--- config.mk ---
export PLATFORM = sky130hd
export DESIGN_NAME = char_lcd_bus_write_sequencer
export DESIGN_NICKNAME = d
export VERILOG_FILES = /design/src/rtl/clbws_pkg.sv /design/src/rtl/char_lcd_bus_write_sequencer.sv /design/src/rtl/clbws_div10.sv
export SDC_FILE = /design/constraint.sdc
export NUM_CORES = 1
export LEC_CHECK = 0
export BUFFER_PORTS_ARGS = -buffer_cell sky130_fd_sc_hd__buf_2
export CAP_MARGIN = 20
export CORE_UTILIZATION = 56
export CTS_BUF_LIST = sky130_fd_sc_hd__clkbuf_16
export DETAILED_ROUTE_END_ITERATION = 8
export PLACE_DENSITY_LB_ADDON = 0.12
export SLEW_MARGIN = 20
export SYNTH_ARGS = -nofsm -noshare
export SYNTH_HDL_FRONTEND = slang
export SYNTH_SLANG_ARGS = --single-unit
--- constraint.sdc ---
create_clock -name clk -period 17.4 [get_ports clk]
set_input_delay 0.87 -clock clk [delete_from_list [all_inputs] [get_ports clk]]
set_output_delay 0.87 -clock clk [all_outputs]
set_load 0.005 [all_outputs]
--- src/rtl/clbws_pkg.sv ---
// ----------------------------------------------------------------------------
// clbws_pkg
// shared types and constants of the character lcd bus write sequencer
// ----------------------------------------------------------------------------
package clbws_pkg;

  localparam int MAX_DIGITS_DEF = 10;
  localparam int MAX_COLUMN_DEF = 39;

  localparam logic [1:0] REQ_CMD    = 2'd0;
  localparam logic [1:0] REQ_DATA   = 2'd1;
  localparam logic [1:0] REQ_CURSOR = 2'd2;
  localparam logic [1:0] REQ_NUMBER = 2'd3;

  localparam logic [7:0] DDRAM_LINE0 = 8'h80;
  localparam logic [7:0] DDRAM_LINE1 = 8'hC0;
  localparam logic [7:0] ASCII_ZERO  = 8'd48;

  // n / 10 == (n * RECIP) >> 35 for every 32-bit n
  localparam logic [31:0] DIV10_RECIP = 32'hCCCCCCCD;
  localparam int          DIV10_SHIFT = 35;
  localparam int          QUOT_W      = 64 - DIV10_SHIFT;

  typedef struct packed {
    logic        done;
    logic [31:0] quot;
    logic [3:0]  rem;
  } div10_res_t;

endpackage

--- src/rtl/char_lcd_bus_write_sequencer.sv ---
// ----------------------------------------------------------------------------
// char_lcd_bus_write_sequencer
// turns lcd requests into command and data writes on a 4-bit or 8-bit bus
// ----------------------------------------------------------------------------
// input channel: in_valid / in_stall carry one request item (req_type,
// byte_value, line, column, number_value); in_stall is high while a request
// is being worked, so one request is handled at a time.
// output channel: out_valid / out_stall carry one bus write item each, held
// in an output register; the next request is taken while the final item of
// the previous one still waits there.
// cfg_we / cfg_data set four_bit_mode (reset value 1); write it only while idle.
// sequence: a command, data or cursor move is taken in idle, then sent at
// one bus write per cycle (1 or 2) unless the receiver stalls. a cursor
// move out of range gives one error item. a number is split into digits,
// one at a time, through the one divide-by-ten unit, reused for each digit
// (multiply, remainder, store); then each digit is loaded and sent at one
// bus write per cycle. a stalled receiver holds the output register and the
// sequencer waits on it. reset (rst, synchronous) empties the output register
// and returns the sequencer to idle.
// ----------------------------------------------------------------------------
module char_lcd_bus_write_sequencer
  import clbws_pkg::*;
#(
  parameter int MAX_DIGITS = MAX_DIGITS_DEF,
  parameter int MAX_COLUMN = MAX_COLUMN_DEF
)
(
  input  logic        clk,
  input  logic        rst,
  input  logic        cfg_we,
  input  logic        cfg_data,
  input  logic        in_valid,
  output logic        in_stall,
  input  logic [1:0]  req_type,
  input  logic [7:0]  byte_value,
  input  logic [1:0]  line,
  input  logic [5:0]  column,
  input  logic [31:0] number_value,
  output logic        out_valid,
  input  logic        out_stall,
  output logic [7:0]  bus_value,
  output logic        register_select,
  output logic        write_valid,
  output logic        range_error,
  output logic        last
);

  localparam int DIG_W = (MAX_DIGITS > 1) ? $clog2(MAX_DIGITS) : 1;

  localparam logic [2:0] ST_IDLE  = 3'd0;
  localparam logic [2:0] ST_SEND  = 3'd1;
  localparam logic [2:0] ST_ERR   = 3'd2;
  localparam logic [2:0] ST_DIVGO = 3'd3;
  localparam logic [2:0] ST_DIVWT = 3'd4;
  localparam logic [2:0] ST_LOAD  = 3'd5;

  logic [2:0]       state;
  logic             four_bit_mode;
  logic             phase;
  logic             digit_mode;
  logic [7:0]       cur_byte;
  logic             cur_rs;
  logic [31:0]      num;
  logic [DIG_W-1:0] ndig;
  logic [DIG_W-1:0] idx;
  logic [3:0]       digits [MAX_DIGITS];

  logic       accept;
  logic       out_ok;
  logic       out_load;
  logic       div_start;
  div10_res_t div_res;
  logic       bad_cursor;
  logic [7:0] cursor_cmd;
  logic       more_digits;

  clbws_div10 u_div10 (
    .clk      (clk),
    .rst      (rst),
    .start    (div_start),
    .dividend (num),
    .res      (div_res)
  );

  always_comb begin
    in_stall    = (state != ST_IDLE);
    accept      = in_valid && !in_stall;
    out_ok      = !out_valid || !out_stall;
    out_load    = out_ok && ((state == ST_SEND) || (state == ST_ERR));
    div_start   = (state == ST_DIVGO);
    bad_cursor  = (line > 2'd1) || (column > 6'(MAX_COLUMN));
    cursor_cmd  = ((line == 2'd0) ? DDRAM_LINE0 : DDRAM_LINE1) + 8'(column);
    more_digits = digit_mode && (idx != '0);
  end

  always_ff @(posedge clk) begin
    if (rst) begin
      four_bit_mode <= 1'b1;
    end else if (cfg_we) begin
      four_bit_mode <= cfg_data;
    end
  end

  always_ff @(posedge clk) begin
    if (rst) begin
      state     <= ST_IDLE;
      phase     <= 1'b0;
      out_valid <= 1'b0;
    end else begin
      if (out_load) begin
        out_valid <= 1'b1;
      end else if (!out_stall) begin
        out_valid <= 1'b0;
      end
      case (state)
        ST_IDLE: begin
          if (accept) begin
            phase      <= 1'b0;
            digit_mode <= 1'b0;
            num        <= number_value;
            ndig       <= '0;
            case (req_type)
              REQ_CMD: begin
                cur_byte <= byte_value;
                cur_rs   <= 1'b0;
                state    <= ST_SEND;
              end
              REQ_DATA: begin
                cur_byte <= byte_value;
                cur_rs   <= 1'b1;
                state    <= ST_SEND;
              end
              REQ_CURSOR: begin
                cur_byte <= cursor_cmd;
                cur_rs   <= 1'b0;
                state    <= bad_cursor ? ST_ERR : ST_SEND;
              end
              default: begin
                digit_mode <= 1'b1;
                cur_rs     <= 1'b1;
                state      <= ST_DIVGO;
              end
            endcase
          end
        end
        ST_SEND: begin
          if (out_ok) begin
            register_select <= cur_rs;
            write_valid     <= 1'b1;
            range_error     <= 1'b0;
            if (four_bit_mode && !phase) begin
              bus_value <= {4'h0, cur_byte[7:4]};
              last      <= 1'b0;
              phase     <= 1'b1;
            end else begin
              bus_value <= four_bit_mode ? {4'h0, cur_byte[3:0]} : cur_byte;
              last      <= !more_digits;
              phase     <= 1'b0;
              if (more_digits) begin
                idx   <= idx - DIG_W'(1);
                state <= ST_LOAD;
              end else begin
                state <= ST_IDLE;
              end
            end
          end
        end
        ST_ERR: begin
          if (out_ok) begin
            bus_value       <= 8'h00;
            register_select <= 1'b0;
            write_valid     <= 1'b0;
            range_error     <= 1'b1;
            last            <= 1'b1;
            state           <= ST_IDLE;
          end
        end
        ST_DIVGO: begin
          state <= ST_DIVWT;
        end
        ST_DIVWT: begin
          if (div_res.done) begin
            digits[ndig] <= div_res.rem;
            num          <= div_res.quot;
            if ((div_res.quot == 32'd0) || (ndig == DIG_W'(MAX_DIGITS - 1))) begin
              idx   <= ndig;
              state <= ST_LOAD;
            end else begin
              ndig  <= ndig + DIG_W'(1);
              state <= ST_DIVGO;
            end
          end
        end
        ST_LOAD: begin
          cur_byte <= ASCII_ZERO + 8'(digits[idx]);
          state    <= ST_SEND;
        end
        default: begin
          state <= ST_IDLE;
        end
      endcase
    end
  end

  a_take_then_busy: assert property (@(posedge clk) disable iff (rst)
    accept |=> in_stall)
    else $error("sequencer took an item without going busy");

  a_err_alone: assert property (@(posedge clk) disable iff (rst)
    (out_valid && range_error) |-> (last && !write_valid))
    else $error("range error item is not a lone non-write item");

  a_data_is_write: assert property (@(posedge clk) disable iff (rst)
    (out_valid && register_select) |-> write_valid)
    else $error("data select on a non-write item");

  a_div_in_wait: assert property (@(posedge clk) disable iff (rst)
    div_res.done |-> (state == ST_DIVWT))
    else $error("divide result outside the wait state");

endmodule

--- src/rtl/clbws_div10.sv ---
// ----------------------------------------------------------------------------
// clbws_div10
// shared divide-by-ten unit: registered reciprocal multiply, then registered remainder
// ----------------------------------------------------------------------------
module clbws_div10
  import clbws_pkg::*;
(
  input  logic        clk,
  input  logic        rst,
  input  logic        start,
  input  logic [31:0] dividend,
  output div10_res_t  res
);

  logic        stage1;
  logic [31:0] dvd1;
  logic [63:0] prod1;

  logic [QUOT_W-1:0] quot;
  logic [31:0]       quot_ext;
  logic [31:0]       rem_full;

  always_ff @(posedge clk) begin
    if (rst) begin
      stage1 <= 1'b0;
    end else begin
      stage1 <= start;
    end
    dvd1  <= dividend;
    prod1 <= 64'(dividend) * 64'(DIV10_RECIP);
  end

  always_comb begin
    quot     = prod1[63:DIV10_SHIFT];
    quot_ext = 32'(quot);
    rem_full = dvd1 - ((quot_ext << 3) + (quot_ext << 1));
  end

  always_ff @(posedge clk) begin
    if (rst) begin
      res.done <= 1'b0;
    end else begin
      res.done <= stage1;
    end
    res.quot <= quot_ext;
    res.rem  <= rem_full[3:0];
  end

endmodule
== Yosys cells after proc, flatten, opt, wreduce, memory -nomap -nowiden ==
Memories as Yosys holds them, arrays and structs flattened. A register that Yosys moved wholly into a read port is not among the register bits.
Index checks and enable logic that the tools add are counted.

* Bits in registers: 171
* Bits in writable memories: 40
* Bits of input ports: 56
* Output and inout bits: 14
* Word-level logic and storage cells: 139
* Memories: 1

{| class="wikitable"
|+ Memory list
! name !! depth !! width !! rd ports !! clocked after Yosys merged registers in !! write ports !! RTL line !! RTL
|-
| digits || 10 || 4 || 1 || 1 || 1 || char_lcd_bus_write_sequencer.sv:66 || <nowiki>logic [3:0] digits [MAX_DIGITS];</nowiki>
|}

* Add/sub/neg operators: 6
* $mul: 1
* Magnitude comparators: 2
* Equal/unequal tests: 18
* Mux-type cells: 54
* Bitwise logic cells: 1
* Reductions and logical operators: 35

{| class="wikitable"
|+ Operator list
! operator !! number
|-
| $mul 32x32->64 const B || 1
|-
| $mux 32 || 2
|-
| $pmux 32 s2 || 1
|-
| $pmux 8 s2 || 3
|-
| $mux 8 || 5
|-
| $mux 4 || 9
|-
| $logic_not 32->1 || 1
|-
| $mux 3 || 7
|-
| $pmux 3 s6 || 1
|-
| $mux 1 || 16
|-
| $pmux 4 s2 || 2
|-
| $ne 2x2->1 const B || 7
|-
| $reduce_and 4->1 || 3
|-
| $pmux 1 s2 || 5
|-
| $reduce_and 5->1 || 2
|-
| $reduce_bool 2->1 || 5
|-
| $add 8x6->8 || 1
|-
| $add 6x4->7 const A || 1
|-
| $mux 7 || 1
|-
| $reduce_and 7->1 || 1
|-
| $eq 3x2->1 const B || 2
|-
| $eq 3x3->1 const B || 2
|-
| $gt 6x6->1 const B || 1
|-
| $reduce_and 3->1 || 2
|-
| 23 further kinds || 36
|}

== Logic depth before layout (Yosys ltp) ==
* Depth in word-level cells: 7
* Mapped depth: 24

== By module ==
Synthesis repeated with hierarchy kept, for this count alone.

* Cells, all modules: 2,140
* Area total of the unflattened synthesis: 23,049.6 µm²

{| class="wikitable"
|+ By module, submodules not included
! module !! instances !! cells an instance !! area an instance (µm²)
|-
| clbws_div10 || 1 || 1,728 || 17,994.8
|-
| char_lcd_bus_write_sequencer || 1 || 412 || 5,054.8
|}

== Least setup slack after synthesis ==
No wires, ideal clock.

* Kind: flip-flop to flip-flop
* From: register num[20]
* To: register u_div10.prod1[58]
* Library setup time: 95 ps
* Arrival time: 6,421 ps
* Required time: 17,305 ps
* Slack: 10,883 ps
* Stages on the path, launching flop included: 24
* Path buffers: 0
* Period minus slack after synthesis: 6,517 ps
* Cell sequence: edfxtp_1 ha_1 inv_1 fa_1 inv_1 fa_1 inv_1 fa_1 inv_1 fa_1 fa_1 fa_1 inv_1 fa_1 inv_1 ha_1 a211oi_1 o21a_1 o31a_1 o211ai_1 a2111oi_4 nor4_2 or3_1 o311ai_1

* Longest elaborated chain between the ends: 1

{| class="wikitable"
|+ RTL lines
! what !! RTL line !! RTL
|-
| start: declaration || char_lcd_bus_write_sequencer.sv:63 || <nowiki>logic [31:0] num;</nowiki>
|-
| start signal: assignment || char_lcd_bus_write_sequencer.sv:120 || <nowiki>num <= number_value;</nowiki>
|-
| start signal: assignment || char_lcd_bus_write_sequencer.sv:184 || <nowiki>num <= div_res.quot;</nowiki>
|-
| $mul 32x32->64 || clbws_div10.sv:30 || <nowiki>prod1 <= 64'(dividend) * 64'(DIV10_RECIP);</nowiki>
|-
| end signal: assignment || clbws_div10.sv:30 ||
|-
| end: declaration || clbws_div10.sv:17 || <nowiki>logic [63:0] prod1;</nowiki>
|}

No other way between the ends.
A chain may end at the register's enable or synchronous reset.

== Worst setup path after layout ==
* From: register num[16]
* To: register u_div10.prod1[60]

Same word-level chain as after synthesis.

==> out/results.tsv <==
metric	value	unit
CP max FO	6	
crit path time final	7.50	ns
initial DRC count	1378	
worst slew pin tran	0.993	ns
via count	15868	
mean routed wirelength per cell	23.4	µm
crit path DAT	7.84	ns
crit path cell chain	ha_1 > inv_1 > fa_1 > inv_1 > fa_1 > inv_1 > fa_1 > inv_1 > fa_1 > fa_1 > fa_1 > fa_1 > ha_1 > nand3_1 > nor2_1 > o2111ai_1 > a21oi_1 > o22ai_1 > o31ai_1 > a21oi_1 > xnor2_1	
post-synthesis async set-or-reset flop share	0	%
syn nets	3023	
WS Path Type	flip-flop to flip-flop	
cells after synthesis	2225	
Avg Cell Area, Syn	10.6	µm²
Tot GR Track Use	32.7	%
post-CTS sizing	0	
# IOs	70	
most area-hungry cell type in the Yosys netlist	fa_1	
critical path depth	21	
Post-Route WL	66100	µm
worst rel slew slack	33.3	%
Die W	207	µm
largest stage delay on the critical path	0.65	ns
Final period util	43.1	%
Layout Nets	3076	
Num CTS Buffers	17	
CTS tree	built	
EDFF count, synth	102	
sequential cell area fraction in the yosys report	19.7	%
synthesized flop and latch total	180	
Area Growth Syn to Fin	6.35	%
initial antenna violation count	0	
HPWL after DPL	58200	µm
vias in the first global route	16745	
post-synthesis cell area	23500	µm²
element type at the critical path end	flip-flop	
failing checks	DRC	
Unique masters post-synth	73	
first-pass GRT wire length	99800	µm
hold_buf cts	0	
post-route ant nets	0	
Top delay family on crit path	adder cells	
H-Tree Level Count	4	
CTS Sinks	180	
cell row count	74	
Warnings, synthesis	0	
final hold viol count	0	
Buf+Inv Stages, Crit Path	4	
vias per cell	5.62	
top-count cell post-synth	inv_1	
share of cells above drive strength 1	6.37	%
Port Buffer Count	69	
DRC violations left	5	
Crit path required time	17.74	ns
Top cell by count, worst path	fa_1	
Worst-Skew Late Latency	0.46	ns
top post-synthesis cells by area	fa_1 33%, ha_1 19%, edfxtp_1 13%	
gp weighted congestion	1.01	
final setup vio count	0	
CORE AREA	41100	µm²
initial core utilization	57.2	%
worst min-delay path category	flip-flop to flip-flop	
share of the synthesized area in the top cell type	32.9	%
Post-CTS Setup Inserts	0	
Root Driver	clkbuf_16	
max frequency	133	MHz
RSZ-0062 raised after global routing	false	
Slowest cell on crit path	edfxtp_1	
Chip Height	207	µm
max-slew violations	0	
die area	42800	µm²
DR pass1 iterations	9	
Synth top cells by count	557 x inv_1, 386 x fa_1, 356 x ha_1	
Top FF cell, synth	edfxtp_1	
Max clock buf depth	2	
grt ovf	0	
largest net degree at the start of global routing	43	
antenna cells	0	
setup TNS	0	ns
clk_skew	0.0185	ns
WHS Path Cells	0	
Worst Reg-to-Reg Cells	21	
status	finished with violations	
critical path startpoint category	flip-flop	
Clock Pin Slew Worst Setup and Hold Paths	0.07	ns
max cap viols	0	
==> per-layer routing <==
metal | global-route usage [%] | wire length [µm]
met5 | 0 | 0
met4 | 12.4 | 2810
met3 | 4.33 | 3850
met2 | 55.2 | 32100
met1 | 42.9 | 27300
==> layout by cell type, fill, tap and decap left out, types with 10 or more instances in the layout <==
| cell type | n |
|---|---|
| xnor2_1 | 44 |
| nand3_1 | 12 |
| buf_2 | 69 |
| nor2b_1 | 15 |
| inv_1 | 558 |
| and2_1 | 29 |
| a21oi_1 | 79 |
| nand4_1 | 16 |
| o211ai_1 | 10 |
| ha_1 | 356 |
| a21o_1 | 38 |
| nor3_1 | 15 |
| a211oi_1 | 14 |
| nand2_1 | 162 |
| xor2_1 | 40 |
| dfxtp_1 | 78 |
| clkbuf_16 | 17 |
| nor2_1 | 60 |
| edfxtp_1 | 102 |
| o21ai_0 | 33 |
| fa_1 | 386 |
==> final timing paths <==
check | from | to | slack, ns
max | num[16] | u_div10.prod1[60] | 9.90
min | u_div10.prod1[42] | u_div10.res[11] | 0.33
max reg2reg | num[16] | u_div10.prod1[60] | 9.90
min reg2reg | u_div10.prod1[42] | u_div10.res[11] | 0.33
==> per-stage QoR <==
step	instance area, µm²	util (%)	std cells	setup WS, ns	hold WS (ns)
6_report	25000	60.8	2823	9.90	0.328
5_1_grt	25000	60.8	2823	9.49	0.333
4_1_cts	25000	60.8	2823	9.93	0.328
3_5_place_dp	24400	59.3	2791	9.98	0.314
3_3_place_gp	24400	59.3	2791	10.04	0.312
2_1_floorplan	23500	-	2225	10.88	0.310
==> final cells by class <==
type	count	area, µm²
clock inverter	15	165
sequential	180	4620
fill	3474	16100
multi-input combinational	1448	16600
clock buffer	17	425
tap	532	666
inverter	557	2090
timing repair buffer	74	383
==> registers in the layout, summed over array words and instances (netlist names), named ones only <==
name,count
register_select,1
four_bit_mode,1
u_div10.stage1,1
u_div10.dvd1,4
write_valid,1
digits,40
cur_rs,1
last,1
num,32
digit_mode,1
phase,1
state,3
bus_value,8
ndig,4
u_div10.prod1,29
u_div10.res,34
out_valid,1
cur_byte,8
range_error,1
idx,4
==> kinds of logic (layout without fill, tap and decap cells) <==
kind of cell    after synthesis  in the layout  share of synthesized area (%)
compound gates              252            252                           7.37
buf+inv                     597            663                           9.58
flops                       180            180                           19.7
fa+ha+maj                   742            742                           51.8
mux                          18             18                           1.20
xor+xnor                     84             84                           3.13
simple gates                352            352                           7.18
Power is not shown: default switching activity piles up to over one toggle a cycle in this logic, so the estimate is an artifact.
